## config.mk

```make
export PLATFORM = sky130hd
export DESIGN_NAME = text_marquee_scroller
export DESIGN_NICKNAME = d
export VERILOG_FILES = /design/src/rtl/core/tms_pkg.sv /design/src/rtl/core/tms_ram.sv /design/src/rtl/core/tms_seq.sv /design/src/rtl/core/tms_out.sv /design/src/rtl/core/text_marquee_scroller.sv
export SDC_FILE = /design/constraint.sdc
export NUM_CORES = 1
export LEC_CHECK = 0
export CAP_MARGIN = 20
export CORE_ASPECT_RATIO = 1.2
export CORE_MARGIN = 2
export CORE_UTILIZATION = 47
export CTS_CLUSTER_SIZE = 28
export DETAILED_ROUTE_END_ITERATION = 10
export DONT_BUFFER_PORTS = 1
export PLACE_DENSITY_LB_ADDON = 0.05
export SYNTH_ARGS = -nofsm -noshare
export SYNTH_HDL_FRONTEND = slang
export SYNTH_SLANG_ARGS = --single-unit
export TNS_END_PERCENT = 5
```

## constraint.sdc

```tcl
create_clock -name i_clk -period 4.6 [get_ports i_clk]
set_input_delay 0.92 -clock i_clk [delete_from_list [all_inputs] [get_ports i_clk]]
set_output_delay 0.92 -clock i_clk [all_outputs]
set_load 0.05 [all_outputs]
```

## src/rtl/core/tms_pkg.sv

```systemverilog
package tms_pkg;

    // Display and message store geometry. TEXT_DEPTH is a power of two, so a
    // message position wraps into the store by keeping its low address bits.
    localparam int WIDTH      = 20;
    localparam int TEXT_DEPTH = 64;
    localparam int ADDR_W     = $clog2(TEXT_DEPTH);

    // Field widths fixed by the item formats.
    localparam int COL_W  = 6;
    localparam int CODE_W = 8;
    localparam int LEN_W  = 7;

    localparam logic [COL_W-1:0]  COL_LAST   = COL_W'(WIDTH - 1);
    localparam logic [LEN_W-1:0]  LEN_MAX    = LEN_W'(TEXT_DEPTH);
    localparam logic [LEN_W-1:0]  LEN_RESET  = LEN_W'(1);
    localparam logic [CODE_W-1:0] SPACE_CODE = 8'h20;

    // Command codes of an input item.
    localparam logic CMD_LOAD = 1'b0;
    localparam logic CMD_TICK = 1'b1;

    typedef struct packed {
        logic              cmd;
        logic [COL_W-1:0]  char_index;
        logic [CODE_W-1:0] char_code;
    } t_in_item;

    typedef struct packed {
        logic [COL_W-1:0]  column;
        logic [CODE_W-1:0] glyph;
        logic              frame_end;
    } t_out_item;

    typedef enum logic {
        S_IDLE,
        S_FRAME
    } t_seq_state;

    // One column read handed from the sequencer to the output stage.
    typedef struct packed {
        logic             vld;
        logic [COL_W-1:0] column;
        logic             in_win;
        logic             last;
    } t_col_meta;

endpackage

```

## src/rtl/core/tms_ram.sv

```systemverilog
module tms_ram #(
    parameter int DATA_W = 8,
    parameter int DEPTH  = 64
) (
    input  logic                     i_clk,
    input  logic                     i_we,
    input  logic [$clog2(DEPTH)-1:0] i_waddr,
    input  logic [DATA_W-1:0]        i_wdata,
    input  logic                     i_re,
    input  logic [$clog2(DEPTH)-1:0] i_raddr,
    output logic [DATA_W-1:0]        o_rdata
);

    logic [DATA_W-1:0] r_mem [DEPTH];
    logic [DATA_W-1:0] r_rdata;

    // One write port and one registered read port; read data holds while
    // the read enable is low.
    always_ff @(posedge i_clk) begin
        if (i_we) begin
            r_mem[i_waddr] <= i_wdata;
        end
        if (i_re) begin
            r_rdata <= r_mem[i_raddr];
        end
    end

    assign o_rdata = r_rdata;

endmodule

```

## src/rtl/core/tms_seq.sv

```systemverilog
module tms_seq
    import tms_pkg::*;
(
    input  logic              i_clk,
    input  logic              i_rst_n,
    input  logic              i_in_valid,
    output logic              o_in_stall,
    input  t_in_item          i_in_data,
    input  logic [LEN_W-1:0]  i_text_length,
    input  logic              i_adv,
    output t_col_meta         o_issue,
    output logic              o_ram_we,
    output logic [ADDR_W-1:0] o_ram_waddr,
    output logic [CODE_W-1:0] o_ram_wdata,
    output logic              o_ram_re,
    output logic [ADDR_W-1:0] o_ram_raddr
);

    t_seq_state       r_state, n_state;
    logic [COL_W-1:0] r_col, n_col;
    logic [COL_W-1:0] r_win_left, n_win_left;
    logic [COL_W-1:0] r_win_right, n_win_right;
    logic [COL_W-1:0] r_text_first, n_text_first;
    logic [COL_W-1:0] r_text_last, n_text_last;

    logic             in_acc;
    logic             col_last;
    logic [COL_W-1:0] text_pos;
    logic [LEN_W-1:0] len_eff;
    logic [LEN_W-1:0] len_m1;

    assign in_acc   = i_in_valid && (r_state == S_IDLE);
    assign col_last = (r_col == COL_LAST);

    // Message position of the current column, wrapped to the field width.
    assign text_pos    = r_text_first + r_col - r_win_left;
    assign o_ram_raddr = text_pos[ADDR_W-1:0];

    // Length as used by the scroll phases, clamped to the store.
    always_comb begin
        priority if (i_text_length == '0) begin
            len_eff = LEN_W'(1);
        end else if (i_text_length > LEN_MAX) begin
            len_eff = LEN_MAX;
        end else begin
            len_eff = i_text_length;
        end
    end
    assign len_m1 = len_eff - LEN_W'(1);

    // Sequencer: loads write the store at once; a tick walks the column
    // counter over the display, one read per cycle while the output stage advances, then moves the window.
    always_comb begin
        n_state      = r_state;
        n_col        = r_col;
        n_win_left   = r_win_left;
        n_win_right  = r_win_right;
        n_text_first = r_text_first;
        n_text_last  = r_text_last;
        o_ram_we     = 1'b0;
        o_ram_waddr  = i_in_data.char_index[ADDR_W-1:0];
        o_ram_wdata  = i_in_data.char_code;
        o_ram_re     = 1'b0;

        o_issue.vld    = (r_state == S_FRAME);
        o_issue.column = r_col;
        o_issue.in_win = (r_col >= r_win_left) && (r_col <= r_win_right);
        o_issue.last   = col_last;

        unique case (r_state)
            S_IDLE: begin
                if (in_acc) begin
                    if (i_in_data.cmd == CMD_TICK) begin
                        n_state = S_FRAME;
                        n_col   = '0;
                    end else if ({1'b0, i_in_data.char_index} < LEN_MAX) begin
                        o_ram_we = 1'b1;
                    end
                end
            end
            S_FRAME: begin
                if (i_adv) begin
                    o_ram_re = 1'b1;
                    if (col_last) begin
                        n_state = S_IDLE;
                        // Entry, slide, restart and exit phases of the scroll.
                        priority if ({1'b0, r_text_last} < len_m1) begin
                            n_text_last = r_text_last + COL_W'(1);
                            if (r_win_left != '0) begin
                                n_win_left = r_win_left - COL_W'(1);
                            end else begin
                                n_text_first = r_text_first + COL_W'(1);
                            end
                        end else if (r_win_left != '0) begin
                            n_win_left  = r_win_left - COL_W'(1);
                            n_win_right = r_win_right - COL_W'(1);
                        end else if (r_win_right == '0) begin
                            n_win_left   = COL_LAST;
                            n_win_right  = COL_LAST;
                            n_text_first = '0;
                            n_text_last  = '0;
                        end else begin
                            n_win_right  = r_win_right - COL_W'(1);
                            n_text_first = r_text_first + COL_W'(1);
                        end
                    end else begin
                        n_col = r_col + COL_W'(1);
                    end
                end
            end
            default: begin
                n_state = S_IDLE;
            end
        endcase
    end

    assign o_in_stall = (r_state != S_IDLE);

    always_ff @(posedge i_clk) begin
        if (!i_rst_n) begin
            r_state      <= S_IDLE;
            r_col        <= '0;
            r_win_left   <= COL_LAST;
            r_win_right  <= COL_LAST;
            r_text_first <= '0;
            r_text_last  <= '0;
        end else begin
            r_state      <= n_state;
            r_col        <= n_col;
            r_win_left   <= n_win_left;
            r_win_right  <= n_win_right;
            r_text_first <= n_text_first;
            r_text_last  <= n_text_last;
        end
    end

    // The column counter stays on the display during a frame.
    a_col_range: assert property (@(posedge i_clk) disable iff (!i_rst_n)
        (r_state == S_FRAME) |-> (r_col <= COL_LAST))
        else $error("column counter ran past the last display column");

    // The visible window never inverts.
    a_win_order: assert property (@(posedge i_clk) disable iff (!i_rst_n)
        r_win_left <= r_win_right)
        else $error("window left edge passed the right edge");

    // Issuing the last column ends the frame.
    a_frame_done: assert property (@(posedge i_clk) disable iff (!i_rst_n)
        (r_state == S_FRAME && i_adv && col_last) |=> (r_state == S_IDLE))
        else $error("frame did not end after its last column");

endmodule

```

## src/rtl/core/tms_out.sv

```systemverilog
module tms_out
    import tms_pkg::*;
(
    input  logic              i_clk,
    input  logic              i_rst_n,
    input  t_col_meta         i_issue,
    input  logic [CODE_W-1:0] i_rdata,
    output logic              o_adv,
    output logic              o_out_valid,
    input  logic              i_out_stall,
    output t_out_item         o_out_data
);

    t_col_meta r_s1;
    logic      r_out_vld;
    t_out_item r_out;

    // The whole column pipe moves when the output register is free.
    assign o_adv = !r_out_vld || !i_out_stall;

    // Read stage holds the column details while the store data arrives.
    always_ff @(posedge i_clk) begin
        if (!i_rst_n) begin
            r_s1.vld <= 1'b0;
        end else if (o_adv) begin
            r_s1 <= i_issue;
        end
    end

    // Output register picks the stored character or a space.
    always_ff @(posedge i_clk) begin
        if (!i_rst_n) begin
            r_out_vld <= 1'b0;
        end else if (o_adv) begin
            r_out_vld       <= r_s1.vld;
            r_out.column    <= r_s1.column;
            r_out.glyph     <= r_s1.in_win ? i_rdata : SPACE_CODE;
            r_out.frame_end <= r_s1.last;
        end
    end

    assign o_out_valid = r_out_vld;
    assign o_out_data  = r_out;

    // The frame end flag marks exactly the last display column.
    a_frame_end: assert property (@(posedge i_clk) disable iff (!i_rst_n)
        r_out_vld |-> (r_out.frame_end == (r_out.column == COL_LAST)))
        else $error("frame end flag on the wrong column");

endmodule

```

## src/rtl/core/text_marquee_scroller.sv

```systemverilog
// Scrolling text marquee for a character display WIDTH columns wide.
// Input channel (i_in_valid / o_in_stall / i_in_data): a load item writes one
// message character into the store; a tick item emits a whole frame, one
// output transfer per column from column 0 to WIDTH-1, and then moves the
// visible window one step along the scroll. A tick holds the input stalled
// while the column counter steps once per cycle unless the output stalls,
// issuing one store read each. The first column of a frame passes through
// the read stage and the output register, the following ones one per cycle
// while the receiver takes them.
// Output channel (o_out_valid / i_out_stall / o_out_data): when the receiver
// stalls, the column pipe and the column counter freeze, so a frame stretches
// by the stalled cycles and no column is lost or repeated.
// i_cfg_we / i_cfg_wdata write the message length; write it only while idle.
// Reset empties the pipe and returns the window to the right edge with the
// length at one. The character store is not cleared: load every message
// position before it scrolls into view.
module text_marquee_scroller
    import tms_pkg::*;
(
    input  logic             i_clk,
    input  logic             i_rst_n,
    input  logic             i_in_valid,
    output logic             o_in_stall,
    input  t_in_item         i_in_data,
    output logic             o_out_valid,
    input  logic             i_out_stall,
    output t_out_item        o_out_data,
    input  logic             i_cfg_we,
    input  logic [LEN_W-1:0] i_cfg_wdata
);

    logic [LEN_W-1:0]  r_text_length;
    t_col_meta         issue;
    logic              adv;
    logic              ram_we;
    logic [ADDR_W-1:0] ram_waddr;
    logic [CODE_W-1:0] ram_wdata;
    logic              ram_re;
    logic [ADDR_W-1:0] ram_raddr;
    logic [CODE_W-1:0] ram_rdata;

    // Message length register.
    always_ff @(posedge i_clk) begin
        if (!i_rst_n) begin
            r_text_length <= LEN_RESET;
        end else if (i_cfg_we) begin
            r_text_length <= i_cfg_wdata;
        end
    end

    tms_seq u_seq (
        .i_clk         (i_clk),
        .i_rst_n       (i_rst_n),
        .i_in_valid    (i_in_valid),
        .o_in_stall    (o_in_stall),
        .i_in_data     (i_in_data),
        .i_text_length (r_text_length),
        .i_adv         (adv),
        .o_issue       (issue),
        .o_ram_we      (ram_we),
        .o_ram_waddr   (ram_waddr),
        .o_ram_wdata   (ram_wdata),
        .o_ram_re      (ram_re),
        .o_ram_raddr   (ram_raddr)
    );

    tms_ram #(
        .DATA_W (CODE_W),
        .DEPTH  (TEXT_DEPTH)
    ) u_store (
        .i_clk   (i_clk),
        .i_we    (ram_we),
        .i_waddr (ram_waddr),
        .i_wdata (ram_wdata),
        .i_re    (ram_re),
        .i_raddr (ram_raddr),
        .o_rdata (ram_rdata)
    );

    tms_out u_out (
        .i_clk       (i_clk),
        .i_rst_n     (i_rst_n),
        .i_issue     (issue),
        .i_rdata     (ram_rdata),
        .o_adv       (adv),
        .o_out_valid (o_out_valid),
        .i_out_stall (i_out_stall),
        .o_out_data  (o_out_data)
    );

endmodule

```

==> reports/metrics.cfg, run 1 <==
[outcome]
outcome=complete, no violations

[power]
p_sw_uw=2229
power_frac_seq_pct=53.3
p_total_uw=11020
switching_share_pct=20.24
powerDensity_nw_per_um2=416.1
power.internal_uw=8786
clockPowerShare_pct=43.7
ir_drop_v=0.0003028
p_comb_share_pct=3.0
p_leak_uw=0.008674

[synthesis]
synth-edff-count=543
synth_area_um2=23590
syn_area_per_cell_um2=17.51
synthCells=1347
synth_fp_nets=1409
ys_warn_count=0
synth_area_leaders=edfxtp_1, mux4_2, dfxtp_1, nand2_1, ha_1
ys_seq_area_share_pct=72.51
synth_ff_type=edfxtp_1
ys_seq_elements=583
synth_top_cell_area_share_pct=69.12
synth_top_area_cell=edfxtp_1
synth_cell_type_count=54
async_flop_share_pct=0

[timing]
setup_violations=0
fin_tns_setup_ns=0
fin_crit_ns=4.088
slew_viol_final=0
clock_skew_ns=0.02723
hold_viol=0
min_period_over_period_pct=88.87
grt_setup_unrepaired=false
fmax_ghz=0.2446
relSlewSlack_pct=28.67
worst_slew_pin_slew_ns=1.070

[worst_hold_path]
min-delay-start=i_rst_n
min-delay-path-class=input port to flip-flop

[clocking]
ctsLongestPathBuffers=3
postCtsSetupRepairBufs=0
post_cts_resized=0
clk_latency_ns=0.63
clk_pin_slew_ns=0.06
hold_buffers=0
h-tree-depth=2
cts_tree=done
cts.sinks=583
cts_made_buffers=58
cts_root_buf=clkbuf_16

[run]
drv_cap=0

[route]
vias=11932
drt_iter0_drc=948
drtPass1Iterations=7
wl_met1_um=23100
wl_met2_um=25720
dr_wl_met3_um=3586
routed_wirelength_um=53740
via_per_inst=5.792
wire_per_inst_um=26.09
detail-route-antenna-nets=0
top_layer=met4
drcViolationCount=0

[global_route]
overflow=0
grt_usage_pct=21.11
grt_max_degree=65
antenna_found_initial=0
grt_pass1_wl_um=80690
grt_pass1_vias=12265

[layout]
final_util_pct=53.67
nets=1439
nFillCells=3928
stdcell_count=2060
num_antenna_cells=0
final_cell_mix=edfxtp_1, nand2_1, mux4_2
layout_commonest_cell=edfxtp_1
area_growth_pct=12.22
drive_above_1_share_pct=18.27

[setup_path]
critPathBufInv=3
cp-start-kind=flip-flop
crit_path_cell_trace=inv_1 -> fa_1 -> inv_1 -> fa_4 -> buf_12 -> mux4_2 -> and2_1 -> a211oi_1 -> a31oi_1 -> a221o_1
critical_path.slowest_cell=fa_4
end_kind=flip-flop
cp_common_cell=inv_1
crit_arrival_ns=4.46
critical_path.max_stage_delay_ns=0.82
critical_path_class=flip-flop to flip-flop
cp_data_required_time_ns=4.97
crit_fanout=40
reg2reg_from=u_seq.r_col[1]$_SDFFE_PN0P_
crit_family=adder cells
crit_start=u_seq.r_col[1]$_SDFFE_PN0P_
rrSetupSlack_ns=0.51

[placed_design]
dp_hpwl_um=32080
place_congestion=0.7783
numPortBuffers=0
dpl.cell_count=1954

[floorplanning]
die_h_um=249.4
floorplan.initialDensity_pct=47.82
ioPinCount=44
die_area_um2=52010
die_w_um=208.5
rows=89
core_area_um2=49330

## metal layers
metal / vias to the layer above / track usage, %
li1: 5342 / -
met3: 81 / 4.555
met2: 374 / 33.45
met4: 0 / 6.208
met5: - / 0
met1: 6135 / 29.64
## flip-flops by register name, summed over array words and instances, names as in the netlist
| register | count |
|---|---|
| u_seq.o_in_stall | 1 |
| u_seq.r_win_left | 6 |
| u_seq.r_text_last | 6 |
| r_text_length | 7 |
| u_store.o_rdata | 8 |
| u_out.o_out_valid | 1 |
| u_store.r_mem | 512 |
| u_out.r_s1 | 9 |
| u_out.o_out_data | 15 |
| u_seq.r_col | 6 |
| u_seq.r_text_first | 6 |
| u_seq.r_win_right | 6 |
## worst paths after layout
check                                      to  cells past startpoint
min          u_seq.r_win_left[0]$_SDFFE_PN1P_                      1
max reg2reg      u_store.o_rdata[7]$_DFFE_PP_                     10
max              u_store.o_rdata[7]$_DFFE_PP_                     10
min reg2reg    u_out.o_out_data[14]$_DFFE_PP_                      0
## stage by stage
stage | setup slack [ns] | hold slack [ns] | area [um^2]
2_1_floorplan | 1.025 | 0.4003 | 23590
3_3_place_gp | 0.6003 | 0.4080 | 24540
3_5_place_dp | 0.5599 | 0.4084 | 24540
4_1_cts | 0.5491 | 0.3348 | 26470
5_1_grt | 0.3272 | 0.3426 | 26470
6_report | 0.5119 | 0.3866 | 26470
## cell type report
cell class / instances / area, um^2 / area share [%]
multi-input combinational: 668 / 6171 / 23.31
tap: 637 / 797.0 / 3.011
clock buffer: 65 / 1520 / 5.742
sequential: 583 / 17110 / 64.62
inverter: 35 / 131.4 / 0.4962
clock inverter: 41 / 415.4 / 1.569
timing repair buffer: 31 / 332.8 / 1.257
## logic make-up after synthesis
family	Yosys count	share of synthesized area (%)
AOI/OAI and AO/OA	123	3.575
xor gates and xnor gates	26	0.9653
adders and majority gates	35	2.015
buffers and inverters	96	1.559
DFF	583	72.51
muxes	136	12.56
and+or+nand+nor	348	6.815
## power groups by stage
stage | registers (uW) | logic, uW | clock network [uW]
floorplan | 5980 | 245 | 0
global placement | 5980 | 331 | 0
detailed placement | 5990 | 332 | 0
CTS | 5870 | 334 | 4920
global route | 5870 | 357 | 5130
finish | 5870 | 326 | 4820
## worst register-to-register path, stage by stage (launching register included)
cell      delay (ns)
dfxtp_1         0.43
inv_1           0.11
fa_1            0.54
inv_1           0.07
fa_4            0.82
buf_12          0.25
mux4_2          0.40
and2_1          0.17
a211oi_1        0.54
a31oi_1         0.20
a221o_1         0.33
## Yosys cell counts, types with 8 or more instances
cell and instances:
and2_1 30, buf_1 11, nor2b_1 15, nand2_1 137, o22ai_1 9, edfxtp_1 543, a221o_1 8, xnor2_1 23
clkbuf_1 44, nor2_1 91, a211oi_1 19, inv_1 35, mux4_2 128, a21oi_1 10, mux2i_1 8, ha_1 30
nand3_1 30, o21ai_0 29, dfxtp_1 40, a31oi_1 20
Note: power is estimated with default switching activity, not from simulation.
==> run 2, diff against run 1 <==
Settings changed: ABC_AREA set to 0, GPL_TIMING_DRIVEN set to 0.
==> run 2 against run 1 <==
  * Utilization fell by 0.37 points
  * Largest power group unchanged
  * Via count rose by 1.0%
  * Hold slack improved by 0.011 ns
  * Critical path type unchanged
  * First-iteration DRC count rose by 2.1%
==> reports/metrics.cfg, run 2 (synthesis gave the netlist of run 1 again) <==
[timing]
min_period_over_period_pct=96.47  ; +7.6 points
relSlewSlack_pct=31.27  ; +2.6 points
worst_slew_pin_slew_ns=1.031  ; -0.03903 ns
clock_skew_ns=0.01704  ; -0.01019 ns
setup_violations=0  ; unchanged
finalWorstSetupSlack_ns=0.1622  ; -0.3496 ns
hold_viol=0  ; unchanged
fin_crit_ns=4.438  ; +0.3496 ns
fin_tns_setup_ns=0  ; unchanged
slew_viol_final=0  ; unchanged
fmax_ghz=0.2253  ; -7.9%
grt_setup_unrepaired=false

[layout]
nFillCells=3962  ; +0.87%
stdcell_count=2087  ; +1.3%
regArea_um2=17110  ; unchanged
largest_register=u_store.r_mem
multi_input_area_um2=6132  ; -0.63%
nets=1469  ; +2.1%
num_antenna_cells=0  ; unchanged
layout_commonest_cell=edfxtp_1
final_util_pct=53.30  ; -0.37 points
drive_above_1_share_pct=16.62  ; -1.7 points
largest_reg_flops=512  ; unchanged
area_growth_pct=11.46
final_cell_mix=edfxtp_1, nand2_1, mux4_2

[placed_design]
dp_hpwl_um=34480  ; +7.5%
place_congestion=0.9120  ; +17%
dp_slack_ns=-0.5254  ; -1.085 ns
numPortBuffers=0  ; unchanged
dpl.cell_count=1985  ; +1.6%

[clocking]
clk_pin_slew_ns=0.06  ; about the same
cts_tree=done
postCtsSetupRepairBufs=0  ; unchanged
cts_made_buffers=57  ; -1.7%
clk_latency_ns=0.61  ; -0.02 ns
cts.sinks=583  ; unchanged
cts_root_buf=clkbuf_16
h-tree-depth=2  ; unchanged
ctsLongestPathBuffers=3  ; unchanged

[worst_hold_path]
min-delay-path-class=input port to flip-flop

[power]
power_frac_seq_pct=53.7  ; +0.4 points
switching_share_pct=20.39  ; +0.16 points
p_sw_uw=2227  ; -0.10%
p_comb_share_pct=3.1  ; about the same
p_leak_uw=0.008552  ; -1.4%
power.internal_uw=8692  ; -1.1%
powerDensity_nw_per_um2=415.2  ; -0.20%
ir_drop_v=0.0003074  ; +1.5%
clockPowerShare_pct=43.2  ; -0.5 points

[global_route]
grt_usage_pct=21.43  ; +0.32 points
antenna_found_initial=1  ; +1
grt_pass1_wl_um=81010  ; +0.40%
overflow=0  ; unchanged
grt_max_degree=65  ; unchanged
grt_pass1_vias=12542  ; +2.3%

[setup_path]
cp-start-kind=flip-flop
crit_fanout=10  ; -75%
cp_data_required_time_ns=5.06  ; +0.09 ns
critical_path_class=flip-flop to flip-flop
crit_arrival_ns=4.90  ; +0.44 ns
end_kind=flip-flop

[floorplanning]
core_area_um2=49330  ; unchanged
die_area_um2=52010  ; unchanged
rows=89  ; unchanged
ioPinCount=44  ; unchanged
floorplan.initialDensity_pct=47.82  ; unchanged
die_h_um=249.4  ; unchanged
die_w_um=208.5  ; unchanged

[route]
detail-route-antenna-nets=0  ; unchanged
drcViolationCount=0  ; unchanged
wl_met2_um=27110  ; +5.4%
wl_met1_um=22530  ; -2.5%
wire_per_inst_um=26.16  ; +0.28%
via_per_inst=5.775  ; -0.30%
top_layer=met4
dr_wl_met3_um=3114  ; -13%
routed_wirelength_um=54600  ; +1.6%
drt_iter0_drc=968  ; +2.1%
drtPass1Iterations=5  ; -2
vias=12052  ; +1.0%

[run]
drv_cap=0  ; unchanged

[outcome]
outcome=complete, no violations

-- run 2: layout make-up --
class	instances	share of cell area (%)
Sequential cell	583	65.06
Buffer	61	0.9565
Tap cell	637	3.031
Inverter	35	0.4996
Timing Repair Buffer	1	0.02855
Clock buffer	63	5.548
Multi-Input combinational cell	668	23.32
Clock inverter	39	1.556
-- run 2: repair_timing --
item,4_1_cts,5_1_grt
setup endpoints to repair,8,6
resized for setup,5,6
hold buffers,0,0
-- run 2: through the flow --
stage / hold WS (ns) / instance area, um^2 / total power [uW]
final: 0.3978 / 26290 / 10920
after global routing: 0.3615 / 26290 / 11250
after CTS: 0.3615 / 26280 / 11020
after detailed placement: 0.4089 / 24400 / 6323
after global placement: 0.4006 / 24390 / 6320
after floorplan: 0.4003 / 23590 / 6222
-- run 2: per-layer routing --
layer | track usage [%] | vias up
met5 | 0 | -
met4 | 7.955 | 0
met3 | 4.064 | 95
met2 | 35.85 | 356
met1 | 28.05 | 6195
li1 | - | 5406
-- run 2: worst paths after layout --
check,endpoint,cells past startpoint,slack (ns),from
worst max-delay path,u_store.o_rdata[1]$_DFFE_PP_,11,0.16,u_seq.r_col[1]$_SDFFE_PN0P_
worst min-delay path,u_store.r_mem[54][4]$_DFFE_PP_,0,0.40,i_in_data[4]
worst max register to register,u_store.o_rdata[1]$_DFFE_PP_,11,0.16,u_seq.r_col[1]$_SDFFE_PN0P_
worst min register to register,u_out.o_out_data[11]$_DFFE_PP_,0,0.42,u_out.r_s1[4]$_DFFE_PP_
-- run 2: critical path, stage by stage, from the launching register on --
cell and delay, ns:
dfxtp_1 0.48, inv_1 0.14, fa_1 0.55, inv_1 0.06, fa_1 0.48, xnor2_2 0.84, clkbuf_1 0.55, nand2_1 0.21
nand2_1 0.19, o21ai_0 0.19, o22ai_1 0.36, a221o_1 0.22
-- run 2: power groups by stage --
stage	combinational [uW]	sequential [uW]	clock (uW)
after floorplan	245	5980	0
after global placement	339	5980	0
after detailed placement	341	5980	0
after CTS	342	5870	4810
after global routing	365	5870	5020
final	336	5870	4720
==> run 3, diff against run 2 <==
Settings changed: PLACE_DENSITY_LB_ADDON 0.05 to 0.25.
==> run 3 against run 2 <==
  * Count of clock-buffer cells in the layout increased by 7
  * First-iteration DRC count increased by 17%
  * Via count increased by 0.61%
  * Wire length decreased by 5.7%
  * Clock skew increased by 0.010 ns
  * Power decreased by 2.2%
  * Sequential power about the same
  * Utilization decreased by 0.26 points
  * Sequential share of layout area increased by 0.32 points
  * Register-to-register slack about the same
  * Global-route usage decreased by 1.4 points
  * Die area unchanged
==> reports/metrics.cfg, run 3 (synthesis gave the netlist of run 1 again) <==
[route]
routed_wirelength_um=51470  ; -5.7%
vias=12126  ; +0.61%
drt_iter0_drc=1129  ; +17%
via_per_inst=5.816  ; +0.71%
detail-route-antenna-nets=0  ; unchanged
wire_per_inst_um=24.68  ; -5.6%
drcViolationCount=0  ; unchanged
drtPass1Iterations=5  ; unchanged

[power]
powerDensity_nw_per_um2=408.0  ; -1.7%
p_leak_uw=0.008485  ; -0.78%
ir_drop_v=0.0002678  ; -13%

[global_route]
grt_busiest_layer=met2
use_met2_pct=33.32  ; -2.5 points
met3_usage_pct=3.486  ; -0.58 points
grt_pass1_wl_um=77200  ; -4.7%
met1_usage_pct=26.55  ; -1.5 points
antenna_found_initial=1  ; unchanged
overflow=0  ; unchanged
grt_pass1_vias=12374  ; -1.3%
grt_usage_pct=20.07  ; -1.4 points
grt_max_degree=65  ; unchanged

[floorplanning]
die_area_um2=52010  ; unchanged
ioPinCount=44  ; unchanged
die_w_um=208.5  ; unchanged
floorplan.initialDensity_pct=47.82  ; unchanged
core_area_um2=49330  ; unchanged
die_h_um=249.4  ; unchanged
rows=89  ; unchanged

[layout]
stdcell_count=2085  ; -0.096%
layout_commonest_cell=edfxtp_1
nets=1467  ; -0.14%
num_antenna_cells=0  ; unchanged
area_growth_pct=10.91
largest_reg_flops=512  ; unchanged
nFillCells=3914  ; -1.2%
drive_above_1_share_pct=15.61  ; -1.0 points
final_cell_mix=edfxtp_1, nand2_1, mux4_2
final_area_um2=26170  ; -0.49%
largest_register=u_store.r_mem

[run]
drv_cap=0  ; unchanged

[timing]
finalWorstSetupSlack_ns=0.1511  ; -0.01114 ns
fin_tns_setup_ns=0  ; unchanged
fmax_ghz=0.2248  ; -0.25%
relSlewSlack_pct=22.30  ; -9.0 points
hold_viol=0  ; unchanged
setup_violations=0  ; unchanged
clock_skew_ns=0.02750  ; +0.01046 ns
fin_crit_ns=4.449  ; +0.01114 ns
min_period_over_period_pct=96.72  ; +0.24 points
grt_setup_unrepaired=false
worst_slew_pin_slew_ns=1.157  ; +0.1262 ns
hold_ws_ns=0.4106  ; +0.01278 ns
slew_viol_final=0  ; unchanged

[clocking]
cts_made_buffers=56  ; -1.8%
ctsLongestPathBuffers=3  ; unchanged
cts_root_buf=clkbuf_16
postCtsSetupRepairBufs=0  ; unchanged
h-tree-depth=2  ; unchanged
clk_pin_slew_ns=0.06  ; about the same
hold_buffers=0  ; unchanged
clk_latency_ns=0.62  ; about the same
cts_tree=done
cts.sinks=583  ; unchanged

[setup_path]
critical_path.slowest_cell=xnor2_1
critPathBufInv=3  ; unchanged
crit_family=adder cells
crit_path_cell_trace=inv_1 -> fa_1 -> inv_1 -> ha_1 -> a21oi_1 -> xnor2_1 -> clkbuf_1 -> nand3_1 -> o21ai_0 -> o22ai_1 -> a221o_1
cp_data_required_time_ns=4.96  ; -0.10 ns
cp-start-kind=flip-flop
critical_path_class=flip-flop to flip-flop
end_kind=flip-flop
crit_fanout=10  ; unchanged
crit_arrival_ns=4.81  ; -0.09 ns
critical_path.max_stage_delay_ns=0.90  ; +0.06 ns
cp_common_cell=inv_1

[placed_design]
dpl.cell_count=1984  ; -0.050%
numPortBuffers=0  ; unchanged
dp_hpwl_um=32200  ; -6.6%
place_congestion=0.8950  ; -1.9%
post_dp_cell_area_um2=24400  ; about the same
dp_slack_ns=-0.4914  ; +0.03406 ns

[outcome]
outcome=complete, no violations

[worst_hold_path]
min-delay-path-class=input port to flip-flop

[run 3: final timing paths]
kind                               start                        endpoint  slack [ns]  depth (start not counted)
max          u_seq.r_col[2]$_SDFFE_PN0P_    u_store.o_rdata[6]$_DFFE_PP_        0.15                         11
min                         i_in_data[2]  u_store.r_mem[31][2]$_DFFE_PP_        0.41                          0
max reg2reg  u_seq.r_col[2]$_SDFFE_PN0P_    u_store.o_rdata[6]$_DFFE_PP_        0.15                         11
min reg2reg      u_out.r_s1[2]$_DFFE_PP_   u_out.o_out_data[9]$_DFFE_PP_        0.42                          0
[run 3: report_power, final]
part / total (uW) / leakage (uW) / internal [uW] / switching (uW)
Sequential: 5870 / 0.00523 / 5820 / 45.5
Combinational: 333 / 0.00238 / 145 / 187
Clock: 4480 / 0.000868 / 2570 / 1910
[run 3: layout make-up]
| class | instances | area (um^2) | area share [%] |
|---|---|---|---|
| Tap cell | 637 | 797.0 | 3.046 |
| Multi-Input combinational cell | 668 | 6125 | 23.41 |
| Buffer | 61 | 241.5 | 0.9229 |
| Clock buffer | 70 | 1454 | 5.556 |
| Clock inverter | 31 | 311.5 | 1.191 |
| Inverter | 35 | 131.4 | 0.5021 |
| Sequential cell | 583 | 17110 | 65.38 |
[run 3: timing repair]
action / in CTS / in global routing
setup endpoints to repair: 8 / 6
cloned: 0 / 0
gates resized for setup: 2 / 4
[run 3: routing by layer]
metal | part of all wire, % | vias up | routed length [um]
met5 | 0.12 | - | 64
met4 | 3.4 | 2 | 1734
met3 | 6.2 | 98 | 3200
met2 | 50 | 419 | 25590
met1 | 41 | 6202 | 20880
li1 | - | 5405 | -
[run 3: stage by stage]
stage | util [%] | total power, uW
after floorplan | - | 6222
after global placement | 49.44 | 6311
after detailed placement | 49.45 | 6317
after CTS | 53.04 | 10750
after global routing | 53.04 | 10970
final | 53.04 | 10680
